### config.mk
export PLATFORM = sky130hd
export DESIGN_NAME = riscv_relocation_patcher
export DESIGN_NICKNAME = d
export VERILOG_FILES = /design/src/hw/rtl/rrp_pkg.sv /design/src/hw/rtl/riscv_relocation_patcher.sv /design/src/hw/rtl/rrp_sum_stage.sv /design/src/hw/rtl/rrp_delta_stage.sv /design/src/hw/rtl/rrp_patch_stage.sv
export VERILOG_INCLUDE_DIRS = /design/src /design/src/hw/rtl
export SDC_FILE = /design/constraint.sdc
export NUM_CORES = 1
export LEC_CHECK = 0
export BUFFER_PORTS_ARGS = -buffer_cell sky130_fd_sc_hd__buf_4
export CAP_MARGIN = 20
export CORE_MARGIN = 8
export CORE_UTILIZATION = 45
export CTS_BUF_LIST = sky130_fd_sc_hd__clkbuf_2 sky130_fd_sc_hd__clkbuf_4 sky130_fd_sc_hd__clkbuf_8
export CTS_CLUSTER_DIAMETER = 60
export DETAILED_ROUTE_END_ITERATION = 8
export SYNTH_ARGS = -nofsm -noshare
export SYNTH_HDL_FRONTEND = slang
export SYNTH_SLANG_ARGS = --single-unit
### constraint.sdc
create_clock -name clk -period 5.3 [get_ports clk]
set_clock_uncertainty 0.05 [all_clocks]
set_input_delay 1.325 -clock clk [delete_from_list [all_inputs] [get_ports clk]]
set_output_delay 1.325 -clock clk [all_outputs]
set_load 0.02 [all_outputs]
### src/hw/rtl/assert_macros.svh
`ifndef ASSERT_MACROS_SVH
`define ASSERT_MACROS_SVH

// same-cycle implication, clk / rst_n taken from the enclosing scope
`define ASSERT_IMPL(lbl, ante, cons) \
    lbl: assert property (@(posedge clk) disable iff (!rst_n) (ante) |-> (cons)) \
        else $error("assertion failed");

// next-cycle implication
`define ASSERT_NEXT(lbl, ante, cons) \
    lbl: assert property (@(posedge clk) disable iff (!rst_n) (ante) |=> (cons)) \
        else $error("assertion failed");

`endif

### src/hw/rtl/rrp_pkg.sv
package rrp_pkg;

    localparam int unsigned AddrW = 64;
    localparam int unsigned WordW = 32;
    localparam int unsigned OpW   = 4;
    localparam int unsigned StW   = 2;

    localparam logic [OpW-1:0] OP_ABS64        = 4'd0;
    localparam logic [OpW-1:0] OP_HI20         = 4'd1;
    localparam logic [OpW-1:0] OP_LO12_I       = 4'd2;
    localparam logic [OpW-1:0] OP_LO12_S       = 4'd3;
    localparam logic [OpW-1:0] OP_PCREL_HI20   = 4'd4;
    localparam logic [OpW-1:0] OP_PCREL_LO12_I = 4'd5;
    localparam logic [OpW-1:0] OP_PCREL_LO12_S = 4'd6;
    localparam logic [OpW-1:0] OP_BRANCH       = 4'd7;
    localparam logic [OpW-1:0] OP_JAL          = 4'd8;
    localparam logic [OpW-1:0] OP_CALL         = 4'd9;
    localparam logic [OpW-1:0] OP_TLS_FIRST    = 4'd10;
    localparam logic [OpW-1:0] OP_TLS_LAST     = 4'd12;

    localparam logic [StW-1:0] ST_OK      = 2'd0;
    localparam logic [StW-1:0] ST_RANGE   = 2'd1;
    localparam logic [StW-1:0] ST_TLS     = 2'd2;
    localparam logic [StW-1:0] ST_UNKNOWN = 2'd3;

    localparam int unsigned BranchBits = 13;
    localparam int unsigned JalBits    = 21;

    typedef struct packed {
        logic [OpW-1:0]   op;
        logic [AddrW-1:0] symbol_addr;
        logic [AddrW-1:0] addend;
        logic [AddrW-1:0] site_addr;
        logic [WordW-1:0] instr_word;
    } req_t;

    typedef struct packed {
        logic [AddrW-1:0] patched;
        logic [StW-1:0]   status;
    } rsp_t;

    typedef struct packed {
        logic [OpW-1:0]   op;
        logic [AddrW-1:0] sum;
        logic [AddrW-1:0] site_addr;
        logic [WordW-1:0] instr_word;
    } sum_t;

    typedef struct packed {
        logic [OpW-1:0]   op;
        logic [AddrW-1:0] sum;
        logic [AddrW-1:0] delta;
        logic [WordW-1:0] instr_word;
    } delta_t;

    function automatic logic [WordW-1:0] put_hi20(logic [WordW-1:0] w, logic [AddrW-1:0] x);
        logic [WordW-1:0] t;
        t = x[WordW-1:0] + 32'h0000_0800;
        return {t[31:12], w[11:0]};
    endfunction

    // low 12 bits OR'ed over word bits 31:20; word bits 11:0 cleared
    function automatic logic [WordW-1:0] put_lo12_i(logic [WordW-1:0] w, logic [AddrW-1:0] x);
        return {w[31:20] | x[11:0], w[19:12], 12'h000};
    endfunction

    function automatic logic [WordW-1:0] put_lo12_s(logic [WordW-1:0] w, logic [AddrW-1:0] x);
        return {x[11:5], w[24:12], x[4:0], w[6:0]};
    endfunction

    function automatic logic [WordW-1:0] put_branch(logic [WordW-1:0] w, logic [AddrW-1:0] v);
        return {v[12], v[10:5], w[24:12], v[4:1], v[11], w[6:0]};
    endfunction

    function automatic logic [WordW-1:0] put_jal(logic [WordW-1:0] w, logic [AddrW-1:0] v);
        return {v[20], v[10:1], v[11], v[19:12], w[11:0]};
    endfunction

endpackage

### src/hw/rtl/riscv_relocation_patcher.sv
// Each accepted request is registered through the sum, delta and patch stages, in that order, before done.
// Throughput: one item per cycle; busy stays low since every stage advances each cycle.
// The result shows for one cycle with done; the receiver cannot stall, so nothing backs up.
// Reset (rst_n, async, active low) clears the stage valid bits; data registers are not reset.
`include "assert_macros.svh"

module riscv_relocation_patcher (
    input  logic          clk,
    input  logic          rst_n,
    input  logic          start,
    output logic          busy,
    input  rrp_pkg::req_t req,
    output logic          done,
    output rrp_pkg::rsp_t rsp
);

    logic            sum_valid;
    rrp_pkg::sum_t   sum_data;
    logic            delta_valid;
    rrp_pkg::delta_t delta_data;
    logic            accept;

    assign busy   = 1'b0;
    assign accept = start && !busy;

    rrp_sum_stage u_sum (
        .clk       (clk),
        .rst_n     (rst_n),
        .valid     (accept),
        .req       (req),
        .sum_valid (sum_valid),
        .sum_data  (sum_data)
    );

    rrp_delta_stage u_delta (
        .clk         (clk),
        .rst_n       (rst_n),
        .sum_valid   (sum_valid),
        .sum_data    (sum_data),
        .delta_valid (delta_valid),
        .delta_data  (delta_data)
    );

    rrp_patch_stage u_patch (
        .clk         (clk),
        .rst_n       (rst_n),
        .delta_valid (delta_valid),
        .delta_data  (delta_data),
        .done        (done),
        .rsp         (rsp)
    );

    `ASSERT_NEXT(a_accept_to_delta, accept, sum_valid ##1 delta_valid ##1 done)
    `ASSERT_IMPL(a_done_has_source, done, $past(delta_valid))
    `ASSERT_IMPL(a_tls_word_only, done && (rsp.status == rrp_pkg::ST_TLS), rsp.patched[63:32] == '0)

endmodule

### src/hw/rtl/rrp_sum_stage.sv
module rrp_sum_stage (
    input  logic          clk,
    input  logic          rst_n,
    input  logic          valid,
    input  rrp_pkg::req_t req,
    output logic          sum_valid,
    output rrp_pkg::sum_t sum_data
);

    logic          valid_reg;
    rrp_pkg::sum_t data_reg;
    rrp_pkg::sum_t data_next;

    always_comb
    begin
        data_next.op         = req.op;
        data_next.sum        = req.symbol_addr + req.addend;
        data_next.site_addr  = req.site_addr;
        data_next.instr_word = req.instr_word;
    end

    always_ff @(posedge clk or negedge rst_n)
    begin
        if (!rst_n)
        begin
            valid_reg <= 1'b0;
        end
        else
        begin
            valid_reg <= valid;
        end
    end

    always_ff @(posedge clk)
    begin
        if (valid)
        begin
            data_reg <= data_next;
        end
    end

    assign sum_valid = valid_reg;
    assign sum_data  = data_reg;

endmodule

### src/hw/rtl/rrp_delta_stage.sv
module rrp_delta_stage (
    input  logic            clk,
    input  logic            rst_n,
    input  logic            sum_valid,
    input  rrp_pkg::sum_t   sum_data,
    output logic            delta_valid,
    output rrp_pkg::delta_t delta_data
);

    logic            valid_reg;
    rrp_pkg::delta_t data_reg;
    rrp_pkg::delta_t data_next;

    always_comb
    begin
        data_next.op         = sum_data.op;
        data_next.sum        = sum_data.sum;
        data_next.delta      = sum_data.sum - sum_data.site_addr;
        data_next.instr_word = sum_data.instr_word;
    end

    always_ff @(posedge clk or negedge rst_n)
    begin
        if (!rst_n)
        begin
            valid_reg <= 1'b0;
        end
        else
        begin
            valid_reg <= sum_valid;
        end
    end

    always_ff @(posedge clk)
    begin
        if (sum_valid)
        begin
            data_reg <= data_next;
        end
    end

    assign delta_valid = valid_reg;
    assign delta_data  = data_reg;

endmodule

### src/hw/rtl/rrp_patch_stage.sv
module rrp_patch_stage (
    input  logic            clk,
    input  logic            rst_n,
    input  logic            delta_valid,
    input  rrp_pkg::delta_t delta_data,
    output logic            done,
    output rrp_pkg::rsp_t   rsp
);

    localparam int unsigned BrHi  = rrp_pkg::BranchBits - 1;
    localparam int unsigned JalHi = rrp_pkg::JalBits - 1;

    logic          done_reg;
    rrp_pkg::rsp_t rsp_reg;
    rrp_pkg::rsp_t rsp_next;
    logic          br_fits;
    logic          jal_fits;
    logic [rrp_pkg::WordW-1:0] w;

    // signed fit: all bits above the field equal its sign bit
    assign br_fits  = (delta_data.delta[rrp_pkg::AddrW-1:BrHi] == '0)
                   || (delta_data.delta[rrp_pkg::AddrW-1:BrHi] == '1);
    assign jal_fits = (delta_data.delta[rrp_pkg::AddrW-1:JalHi] == '0)
                   || (delta_data.delta[rrp_pkg::AddrW-1:JalHi] == '1);
    assign w = delta_data.instr_word;

    always_comb
    begin
        rsp_next.patched = {{(rrp_pkg::AddrW-rrp_pkg::WordW){1'b0}}, w};
        rsp_next.status  = rrp_pkg::ST_OK;
        case (delta_data.op) inside
            rrp_pkg::OP_ABS64:
            begin
                rsp_next.patched = delta_data.sum;
            end
            rrp_pkg::OP_HI20:
            begin
                rsp_next.patched[rrp_pkg::WordW-1:0] = rrp_pkg::put_hi20(w, delta_data.sum);
            end
            rrp_pkg::OP_LO12_I:
            begin
                rsp_next.patched[rrp_pkg::WordW-1:0] = rrp_pkg::put_lo12_i(w, delta_data.sum);
            end
            rrp_pkg::OP_LO12_S:
            begin
                rsp_next.patched[rrp_pkg::WordW-1:0] = rrp_pkg::put_lo12_s(w, delta_data.sum);
            end
            rrp_pkg::OP_PCREL_HI20:
            begin
                rsp_next.patched[rrp_pkg::WordW-1:0] = rrp_pkg::put_hi20(w, delta_data.delta);
            end
            rrp_pkg::OP_PCREL_LO12_I:
            begin
                rsp_next.patched[rrp_pkg::WordW-1:0] = rrp_pkg::put_lo12_i(w, delta_data.delta);
            end
            rrp_pkg::OP_PCREL_LO12_S:
            begin
                rsp_next.patched[rrp_pkg::WordW-1:0] = rrp_pkg::put_lo12_s(w, delta_data.delta);
            end
            rrp_pkg::OP_BRANCH:
            begin
                if (br_fits)
                begin
                    rsp_next.patched[rrp_pkg::WordW-1:0] =
                        rrp_pkg::put_branch(w, delta_data.delta);
                end
                else
                begin
                    rsp_next.status = rrp_pkg::ST_RANGE;
                end
            end
            rrp_pkg::OP_JAL, rrp_pkg::OP_CALL:
            begin
                if (jal_fits)
                begin
                    rsp_next.patched[rrp_pkg::WordW-1:0] =
                        rrp_pkg::put_jal(w, delta_data.delta);
                end
                else
                begin
                    rsp_next.status = rrp_pkg::ST_RANGE;
                end
            end
            [rrp_pkg::OP_TLS_FIRST:rrp_pkg::OP_TLS_LAST]:
            begin
                rsp_next.status = rrp_pkg::ST_TLS;
            end
            default:
            begin
                rsp_next.status = rrp_pkg::ST_UNKNOWN;
            end
        endcase
    end

    always_ff @(posedge clk or negedge rst_n)
    begin
        if (!rst_n)
        begin
            done_reg <= 1'b0;
        end
        else
        begin
            done_reg <= delta_valid;
        end
    end

    always_ff @(posedge clk)
    begin
        if (delta_valid)
        begin
            rsp_reg <= rsp_next;
        end
    end

    assign done = done_reg;
    assign rsp  = rsp_reg;

endmodule

==> flow_summary_export.csv, run 1 <==
group,metric,value,unit
global_route,grt_usage,0.2245,
detailed_routing,wl_per_cell,21.58,um
timing,drv_slew,0,
synthesis,netlist_area,0.02222,mm2
synthesis,synth_top_area_cell,"edfxtp_1",
synthesis,synth.ff_latch_count,397,
cts,clock-root-buffer,"clkbuf_8",
cts,cts_buffers,71,
floorplan,dieArea,0.05673,mm2
floorplan,start_util,0.4548,
power,finalPower,9.803,mW
synthesis,ys_seq_area_frac,0.5360,
floorplan,core,0.04885,mm2
cells_and_area,finalNetCount,2676,
placement,hpwl,49780,um
cts,h-tree-depth,3,
cells_and_area,area_growth,19.88,%
synthesis,synth_edf_count,394,
global_route,overflow,0,
global_route,top_usage_layer,"met2",
worst_setup_path,max_stage_delay,0.75,ns
floorplan,rows,81,
worst_setup_path,cp.required,5.59,ns
detailed_routing,drt_iter0_markers,1401,
detailed_routing,vias,17329,
detailed_routing,postRouteAntennaNets,0,
synthesis,yosys.cell_types.count,84,
cts,insertion_delay,0.62,ns
worst_setup_path,cp_max_fo,9,
worst_setup_path,crit_chain,"buf_4, ha_1, nand4_1, nor4_1, a221oi_1, o211ai_1, buf_4, a22oi_1, o31ai_1, buf_4, o21ai_1, xnor2_1",
status,status,"complete, no violations",
worst_setup_path,cpMostUsedCell,"buf_4",
timing,period_needed,4.714,ns
cells_and_area,final_cell_mix,"edfxtp_1, buf_4, a21oi_1",
timing,finalCritPeriodShare,0.8894,
worst_setup_path,cp_data_arrival_time,5.00,ns
placement,dp_slack,0.02910,ns
cts,holdBufCountCts,0,
timing,worst_pin_slew,0.9703,ns
floorplan,die_width,238.2,um
synthesis,syn_inst,2001,
cts,path_clk_slew,0.06,ns
synthesis,synth-main-ff-cell,"edfxtp_1",
timing,max_slew_margin,0.3531,
flow_run,maxCapViolCount,0,
worst_setup_path,crit_type,"primary input to flop",
cts,cts_tree,"done",
cells_and_area,final_common_cell,"edfxtp_1",
worst_setup_path,critPathLaunchType,"primary input",
timing,finalHoldViolations,0,
global_route,antenna_found_initial,5,
synthesis,synthTopCellsByArea,"edfxtp_1, ha_1, a21oi_1",
worst_setup_path,end_kind,"flop",
cts,numClockSinks,397,
global_route,grt_pass1_wl,99980,um
timing,fin_ws,0.5862,ns
power,p_per_area,368.1,mW/mm2
detailed_routing,drc,0,
synthesis,netlist.area_leader.share,0.5326,
worst_setup_path,crit_buf_inv,3,
power,leakage,10.84,nW
placement,gp_congestion,0.9292,
timing,fin_tns_setup,0,ns
floorplan,dieHeight,238.2,um
cts,clock_tree.buffer_depth,3,
placement,io_buffer_count,297,
synthesis,yosys_warnings,0,
global_route,grtUsageMet1,0.3151,
cells_and_area,drive_above_1_share,0.1896,
synthesis,postSynthAreaPerCell,11.10,um2
cells_and_area,final_cells,3029,
synthesis,postSynth.asyncResetShare,0.007557,
cts,ctsResizeCount,0,
power,vdd_drop_max,0.0001644,V
global_route,grt_max_degree,136,
detailed_routing,viasPerCell,5.721,
worst_setup_path,crit_slowest_cell,"nor4_1",
timing,max_clock_freq,212.1,MHz
hold_path,min_path_type,"flop to flop",
placement,dp.cells,2905,
floorplan,io_pins,299,
global_route,use_met2,0.3463,
timing,setup_viol,0,
synthesis,syn_nets,2362,
cts,cts_setup_buffers,0,
detailed_routing,dr.pass1.iters,5,
global_route,grt_pass1_vias,17536,
worst_setup_path,r2r_slack,1.41,ns
timing,rsz0062_at_grt,"false",
detailed_routing,wirelength,65380,um
worst_setup_path,crit_family,"compound AO/OA/AOI/OAI gates",
global_route,grt_use_met3,0.04430,
timing,holdWs,0.3588,ns
[worst register-to-register path, delay by kind of cell, from the launching register on]
kind | cells | cell delay, ns
compound gates | 7 | 2.09
xor+xnor | 1 | 0.18
fa+ha+maj | 2 | 0.61
buf+inv | 1 | 0.07
flops | 1 | 0.46
simple gates | 1 | 0.17
[layout make-up]
type	instances	area, um2
clock inverters	27	287.8
repair buffers	317	2412
well taps	664	830.8
fillers	4340	22220
inverters	102	382.9
multi-input cells	1426	9608
clock buffers	94	1194
flip-flops and latches	397	11910
diodes	2	5.005
[report_power, final]
part	internal [mW]	leakage [nW]	switching, mW
registers	4.07	3.96	0.380
logic	0.971	6.12	1.38
clock network	1.75	0.757	1.25
[per-layer routing]
metal / wire length [um] / vias to the layer above
li1: - / 8262
met1: 30160 / 8289
met2: 29320 / 660
met3: 4299 / 116
met4: 1585 / 2
met5: 13 / -
[through the flow]
stage | instance area [um2] | util
floorplan | 22220 | -
global placement | 25130 | 0.5145
detailed placement | 25130 | 0.5145
CTS | 26620 | 0.5448
global route | 26630 | 0.5451
finish | 26630 | 0.5452
[Yosys cell counts (8+ instances only)]
cell / count
a211oi_1: 25
a21o_1: 68
a21oi_1: 166
a221oi_1: 22
a22o_1: 10
a31oi_1: 24
and2_1: 11
and3_1: 53
buf_2: 8
clkbuf_1: 58
edfxtp_1: 394
ha_1: 128
inv_1: 102
mux2i_1: 10
nand2_1: 154
nand2b_1: 21
nand3_1: 47
nand4_1: 45
nor2_1: 127
nor2b_1: 22
nor3_1: 21
nor4_1: 18
o211ai_1: 19
o21a_1: 22
o21ai_0: 87
o21ai_1: 15
o21bai_1: 15
o221ai_1: 8
o22ai_1: 13
o31ai_1: 17
or3_1: 9
xnor2_1: 80
xor2_1: 60
[final timing paths]
check                           cells past startpoint          startpoint                     end
worst min register to register                      0   u_sum.sum_data[6]   u_delta.delta_data[6]
worst max-delay path                               12            req[114]     u_sum.sum_data[155]
max in group asynchronous                           1               rst_n         u_sum.sum_valid
worst max register to register                     12  u_sum.sum_data[96]  u_delta.delta_data[92]
worst min-delay path                                0   u_sum.sum_data[6]   u_delta.delta_data[6]
min in group asynchronous                           1               rst_n         u_sum.sum_valid
[kinds of logic after synthesis]
kind of cell | after synthesis | share of synthesized area
xor gates and xnor gates | 140 | 0.05520
and+or+nand+nor | 551 | 0.1214
buffers and inverters | 178 | 0.03177
DFF | 397 | 0.5360
other | 1 | 0.0001688
AOI/OAI and AO/OA | 589 | 0.1746
muxes | 14 | 0.006533
adders and majority gates | 131 | 0.07435
Note: power is estimated with default switching activity, not from simulation.
==> run 2: changes to the inputs <==
--- a/config.mk
+++ b/config.mk
@@ -15,2 +15,3 @@
 export DETAILED_ROUTE_END_ITERATION = 8
+export GPL_TIMING_DRIVEN = 0
 export SYNTH_ARGS = -nofsm -noshare
==> constraint.sdc (replaced) <==
create_clock -name clk -period 5.3 [get_ports clk]
set_clock_uncertainty 0.05 [all_clocks]
set_input_delay 0.53 -clock clk [delete_from_list [all_inputs] [get_ports clk]]
set_output_delay 0.53 -clock clk [all_outputs]
set_load 0.02 [all_outputs]
==> flow_summary_export.csv, run 2 (same netlist as run 1, synthesis figures left out) <==
group,metric,value,unit
placement,hpwl,52800,um
hold_path,min_to,"u_sum.sum_data[68]",
floorplan,dieHeight,238.2,um
timing,rsz0062_at_grt,"false",
detailed_routing,dr.pass1.iters,6,
detailed_routing,viasPerCell,5.597,
hold_path,hp-start,"req[68]",
worst_setup_path,crit_chain,"buf_4, ha_1, nand4_1, nor4_1, nand3_1, o211ai_1, a22oi_1, o31ai_1, o21ai_1, a311oi_1",
floorplan,die_width,238.2,um
cts,path_clk_slew,0.06,ns
worst_setup_path,crit_slowest_cell,"o31ai_1",
timing,period_needed,4.523,ns
status,status,"complete, no violations",
worst_setup_path,max_stage_delay,0.85,ns
cts,cts_buffers,68,
cells_and_area,final_common_cell,"edfxtp_1",
global_route,grt_pass1_vias,17754,
hold_path,whs_path_depth,1,
detailed_routing,postRouteAntennaNets,0,
worst_setup_path,r2r_cells,10,
cts,clock-root-buffer,"clkbuf_8",
timing,finalCritPeriodShare,0.8534,
detailed_routing,drc,0,
hold_path,min_path_type,"primary input to flop",
cells_and_area,area_growth,24.69,%
cts,numClockSinks,397,
floorplan,dieArea,0.05673,mm2
cts,cts_tree,"done",
worst_setup_path,end_kind,"flop",
detailed_routing,vias,17775,
cts,h-tree-depth,3,
worst_setup_path,rr_startpoint,"u_delta.delta_data[52]",
global_route,grt_max_degree,102,
power,p_per_area,353.4,mW/mm2
power,leakage,11.26,nW
cells_and_area,final_cell_mix,"edfxtp_1, buf_4, a21oi_1",
power,vdd_drop_max,0.0001937,V
placement,gp_congestion,0.9401,
timing,drv_slew,0,
cells_and_area,drive_above_1_share,0.1764,
worst_setup_path,r2r_slack,1.39,ns
timing,finalHoldViolations,0,
global_route,grt_usage,0.2359,
global_route,overflow,0,
placement,place_area,0.02537,mm2
detailed_routing,drt_iter0_markers,1367,
cells_and_area,finalNetCount,2824,
cells_and_area,post-route-util,0.5671,
floorplan,rows,81,
floorplan,start_util,0.4548,
placement,io_buffer_count,297,
timing,setup_viol,0,
timing,worst_pin_slew,1.054,ns
power,finalPower,9.788,mW
timing,max_slew_margin,0.2970,
floorplan,core,0.04885,mm2
detailed_routing,wirelength,68580,um
cts,insertion_delay,0.64,ns
cts,ctsResizeCount,0,
floorplan,io_pins,299,
worst_setup_path,cp_max_fo,7,
cts,clock_tree.buffer_depth,3,
cells_and_area,final_area,0.02770,mm2
global_route,grt_pass1_wl,104300,um
worst_setup_path,cp_data_arrival_time,4.84,ns
worst_setup_path,r2r-end,"u_patch.rsp[23]",
cells_and_area,num-fill-cells,4233,
worst_setup_path,crit_type,"primary input to flop",
timing,fin_tns_setup,0,ns
detailed_routing,wl_per_cell,21.59,um
flow_run,maxCapViolCount,0,
timing,max_clock_freq,221.1,MHz
worst_setup_path,cp.required,5.62,ns
global_route,antenna_found_initial,1,
worst_setup_path,critPathLaunchType,"primary input",
run 2: layer usage:
metal | part of all wire | GRT usage | up-vias | routed length, um
met4 | 0.019 | 0.06773 | 0 | 1278
met1 | 0.47 | 0.3397 | 8533 | 32330
met2 | 0.45 | 0.3674 | 598 | 31200
li1 | - | - | 8563 | -
met3 | 0.055 | 0.03519 | 81 | 3778
met5 | 0 | 0 | - | 0
run 2: critical path, delay by kind of cell:
family / cells / cell delay [ns]
adder cells (fa/ha/maj): 1 / 0.43
AND/OR/NAND/NOR: 3 / 1.14
AO/OA/AOI/OAI: 5 / 2.61
buffers and inverters: 1 / 0.11
run 2: timing repair:
| action | 4_1_cts | 5_1_grt |
|---|---|---|
| hold buffers | 92 | 0 |
| buffers inserted | 0 | 0 |
| endpoints found under the hold margin | 94 | 0 |
run 2: per-stage QoR:
step,cells,setup slack [ns],hold WS [ns]
floorplan,2001,1.097,0.1844
global placement,2962,-0.4190,0.2689
detailed placement,2965,0.07669,0.2707
CTS,3175,0.7338,0.0003356
global route,3176,0.6050,0.01745
finish,3176,0.7772,0.04133
run 2: how the worst max path moves through the flow:
stage | end | cells past startpoint | from | slack, ns
after floorplan | u_delta.delta_data[0] | 0 | u_sum.sum_valid | 1.10
after global placement | u_delta.delta_valid | 0 | u_sum.sum_valid | -0.42
after detailed placement | u_sum.sum_data[159] | 10 | req[113] | 0.08
after CTS | u_sum.sum_data[159] | 10 | req[113] | 0.73
after global routing | u_sum.sum_data[159] | 10 | req[113] | 0.60
final | u_sum.sum_data[159] | 10 | req[113] | 0.78
run 2: where the power goes:
part / internal (mW) / total, mW / switching [mW]
Clock: 1.62 / 2.89 / 1.26
Sequential: 4.07 / 4.46 / 0.387
Combinational: 1.01 / 2.45 / 1.43
run 2: final cells by class:
class	count	area, um2	share of cell area
multi-input cells	1426	9603	0.3467
plain buffers	76	322.8	0.01165
repair buffers	392	3241	0.1170
clock buffers	82	1060	0.03826
inverters	102	382.9	0.01382
well taps	664	830.8	0.02999
clock inverters	36	344.1	0.01242
flip-flops and latches	397	11910	0.4301
diodes	1	2.502	0.00009034
==> run 3: changes to the inputs <==
ABC_AREA = 1   (was unset)
==> flow_summary_export.csv, run 3 <==
group,metric,value,unit
status,status,"complete, no violations",
worst_setup_path,end_kind,"flop",
floorplan,dieHeight,244.8,um
detailed_routing,dr_wl_met2,38130,um
cells_and_area,num-fill-cells,4802,
cells_and_area,post-route-util,0.5537,
cts,h-tree-depth,2,
timing,worst_pin_slew,1.006,ns
cts,ctsResizeCount,0,
detailed_routing,wl_met1,37520,um
global_route,grt_pass1_vias,20496,
power,pwr-share-seq,0.456,
synthesis,synthTopCellsByArea,"edfxtp_1, ha_1, nand2_1",
power,leakage,12.48,nW
cells_and_area,final_cell_mix,"nand2_1, inv_1, edfxtp_1",
synthesis,ys_seq_area_frac,0.5054,
worst_setup_path,critPathLaunchType,"flop",
detailed_routing,highest_layer,"met4",
global_route,grt_usage,0.2689,
cts,holdBufCountCts,91,
placement,hpwl,67860,um
global_route,grt_pass1_wl,123300,um
worst_setup_path,r2r_slack,2.06,ns
global_route,overflow,0,
floorplan,start_util,0.4519,
detailed_routing,wl_per_cell,21.78,um
cells_and_area,drive_above_1_share,0.1460,
power,vdd_drop_max,0.0001723,V
detailed_routing,drt_iter0_markers,1723,
synthesis,syn_inst,2593,
timing,holdWs,0.04871,ns
worst_setup_path,r2r_cells,9,
synthesis,postSynthAreaPerCell,9.085,um2
synthesis,synth.top_cells.by_count,"nand2_1, inv_1, edfxtp_1",
floorplan,die_width,244.8,um
floorplan,io_pins,299,
synthesis,netlist_area,0.02356,mm2
cts,cts_buffers,60,
timing,max_clock_freq,309.1,MHz
cts,cts_tree,"done",
placement,gp_congestion,0.9305,
cts,insertion_delay,0.66,ns
worst_setup_path,r2r-end,"u_delta.delta_data[73]",
detailed_routing,drc,0,
worst_setup_path,crit_chain,"ha_1, a21oi_1, o21ai_0, a21oi_1, a21boi_0, o21ai_1, a21boi_1, o21ai_0, xor2_1",
timing,finalCritPeriodShare,0.6105,
power,swShare,0.3448,
worst_setup_path,crit_type,"flop to flop",
worst_setup_path,cp_data_arrival_time,3.58,ns
timing,rsz0062_at_grt,"false",
detailed_routing,viasPerCell,5.362,
timing,max_slew_margin,0.3295,
synthesis,synth.most_common_cell,"nand2_1",
cells_and_area,multiInputGateArea,0.009986,mm2
cts,path_clk_slew,0.06,ns
power,clkPwrFrac,0.260,
timing,fin_tns_setup,0,ns
flow_run,maxCapViolCount,0,
cells_and_area,register_area,0.01191,mm2
floorplan,core,0.05213,mm2
detailed_routing,vias,20294,
timing,period_needed,3.236,ns
cts,clock-root-buffer,"clkbuf_8",
synthesis,yosys.cell_types.count,60,
global_route,grt_max_degree,102,
detailed_routing,wl_met3,5176,um
power,intPower,6.383,mW
synthesis,synth_edf_count,394,
synthesis,netlist.area_leader.share,0.5023,
power,p_switching,3.359,mW
synthesis,yosys_warnings,0,
synthesis,synth_top_area_cell,"edfxtp_1",
cts,numClockSinks,397,
synthesis,syn_nets,2954,
cells_and_area,finalNetCount,3408,
hold_path,whs_path_depth,1,
synthesis,postSynth.asyncResetShare,0.007557,
power,p_per_area,337.5,mW/mm2
worst_setup_path,cp_max_fo,4,
floorplan,rows,84,
worst_setup_path,cp.required,5.65,ns
cells_and_area,area_growth,22.54,%
placement,io_buffer_count,297,
hold_path,min_path_type,"primary input to flop",
timing,finalHoldViolations,0,
timing,drv_slew,0,
power,combPwrFrac,0.285,
cts,cts_setup_buffers,0,
worst_setup_path,crit_slowest_cell,"edfxtp_1",
hold_path,hp-start,"req[69]",
worst_setup_path,max_stage_delay,0.48,ns
cts,clock_tree.buffer_depth,3,
detailed_routing,dr.pass1.iters,5,
hold_path,min_to,"u_sum.sum_data[69]",
detailed_routing,wirelength,82440,um
worst_setup_path,rr_startpoint,"u_sum.sum_data[120]",
detailed_routing,postRouteAntennaNets,0,
global_route,antenna_found_initial,2,
worst_setup_path,crit_family,"compound AO/OA/AOI/OAI gates",
synthesis,synth-main-ff-cell,"edfxtp_1",
worst_setup_path,crit_buf_inv,0,
timing,setup_viol,0,
synthesis,synth.ff_latch_count,397,
floorplan,dieArea,0.05992,mm2
cells_and_area,final_common_cell,"nand2_1",
==> run 3: changes by cell type in the layout (fill, tap and decap cells not counted), sizes merged, moves of 28 or more <==
cell | before | now
a21o | 68 | 24
a21oi | 166 | 242
and3 | 53 | 1
clkbuf | 141 | 90
inv | 104 | 402
nand2 | 154 | 425
nand3 | 48 | 89
nor2 | 127 | 352
o21ai | 102 | 178
xnor2 | 80 | 52
xor2 | 60 | 90
==> run 3: cell families (layout without fill, tap and decap cells) <==
group	Yosys count	count (layout)	share of synthesized area
compound gates	579	579	0.1419
xor+xnor	142	142	0.05280
fa+ha+maj	130	130	0.06969
buf+inv	426	929	0.07064
flops	397	397	0.5054
other cells	1	2	0.0001592
simple gates	918	918	0.1594
==> run 3: per-stage QoR <==
stage	instance area, um2	power (mW)	cells	setup WS, ns
after global placement	26650	7.151	3578	-0.3251
after detailed placement	26760	7.169	3582	1.683
final	28870	9.742	3785	2.064
after floorplan	23560	6.013	2593	1.097
after global routing	28870	10.21	3785	1.842
after CTS	28860	9.756	3784	2.046
==> run 3: how the worst max path moves through the flow <==
stage                               to                 from  cells past startpoint
6_report        u_delta.delta_data[73]  u_sum.sum_data[120]                      9
5_1_grt         u_delta.delta_data[73]  u_sum.sum_data[116]                      9
3_5_place_dp       u_sum.sum_data[158]              req[96]                     18
2_1_floorplan    u_delta.delta_data[0]      u_sum.sum_valid                      0
4_1_cts         u_delta.delta_data[73]  u_sum.sum_data[118]                      9
3_3_place_gp   u_delta.delta_data[110]      u_sum.sum_valid                      0
==> run 3: final cells by class <==
class,instances,area share
Inverter,402,0.05227
Antenna cell,1,0.00008669
Multi-Input combinational cell,1770,0.3459
Tap cell,688,0.02982
Buffer,24,0.005375
Clock inverter,36,0.008539
Timing Repair Buffer,392,0.1123
Sequential cell,397,0.4127
Clock buffer,75,0.03294
==> run 3: power by group through the flow <==
stage / Clock, mW / Sequential [mW] / Combinational [mW]
after floorplan: 0 / 4.38 / 1.64
after global placement: 0 / 4.51 / 2.64
after detailed placement: 0 / 4.49 / 2.68
after CTS: 2.58 / 4.43 / 2.75
after global routing: 2.70 / 4.48 / 3.03
final: 2.53 / 4.44 / 2.77
==> run 3: per-layer routing <==
layer | track usage | vias to the layer above
li1 | - | 9766
met1 | 0.3781 | 9709
met2 | 0.4389 | 723
met3 | 0.03685 | 96
met4 | 0.06257 | 0
met5 | 0 | -
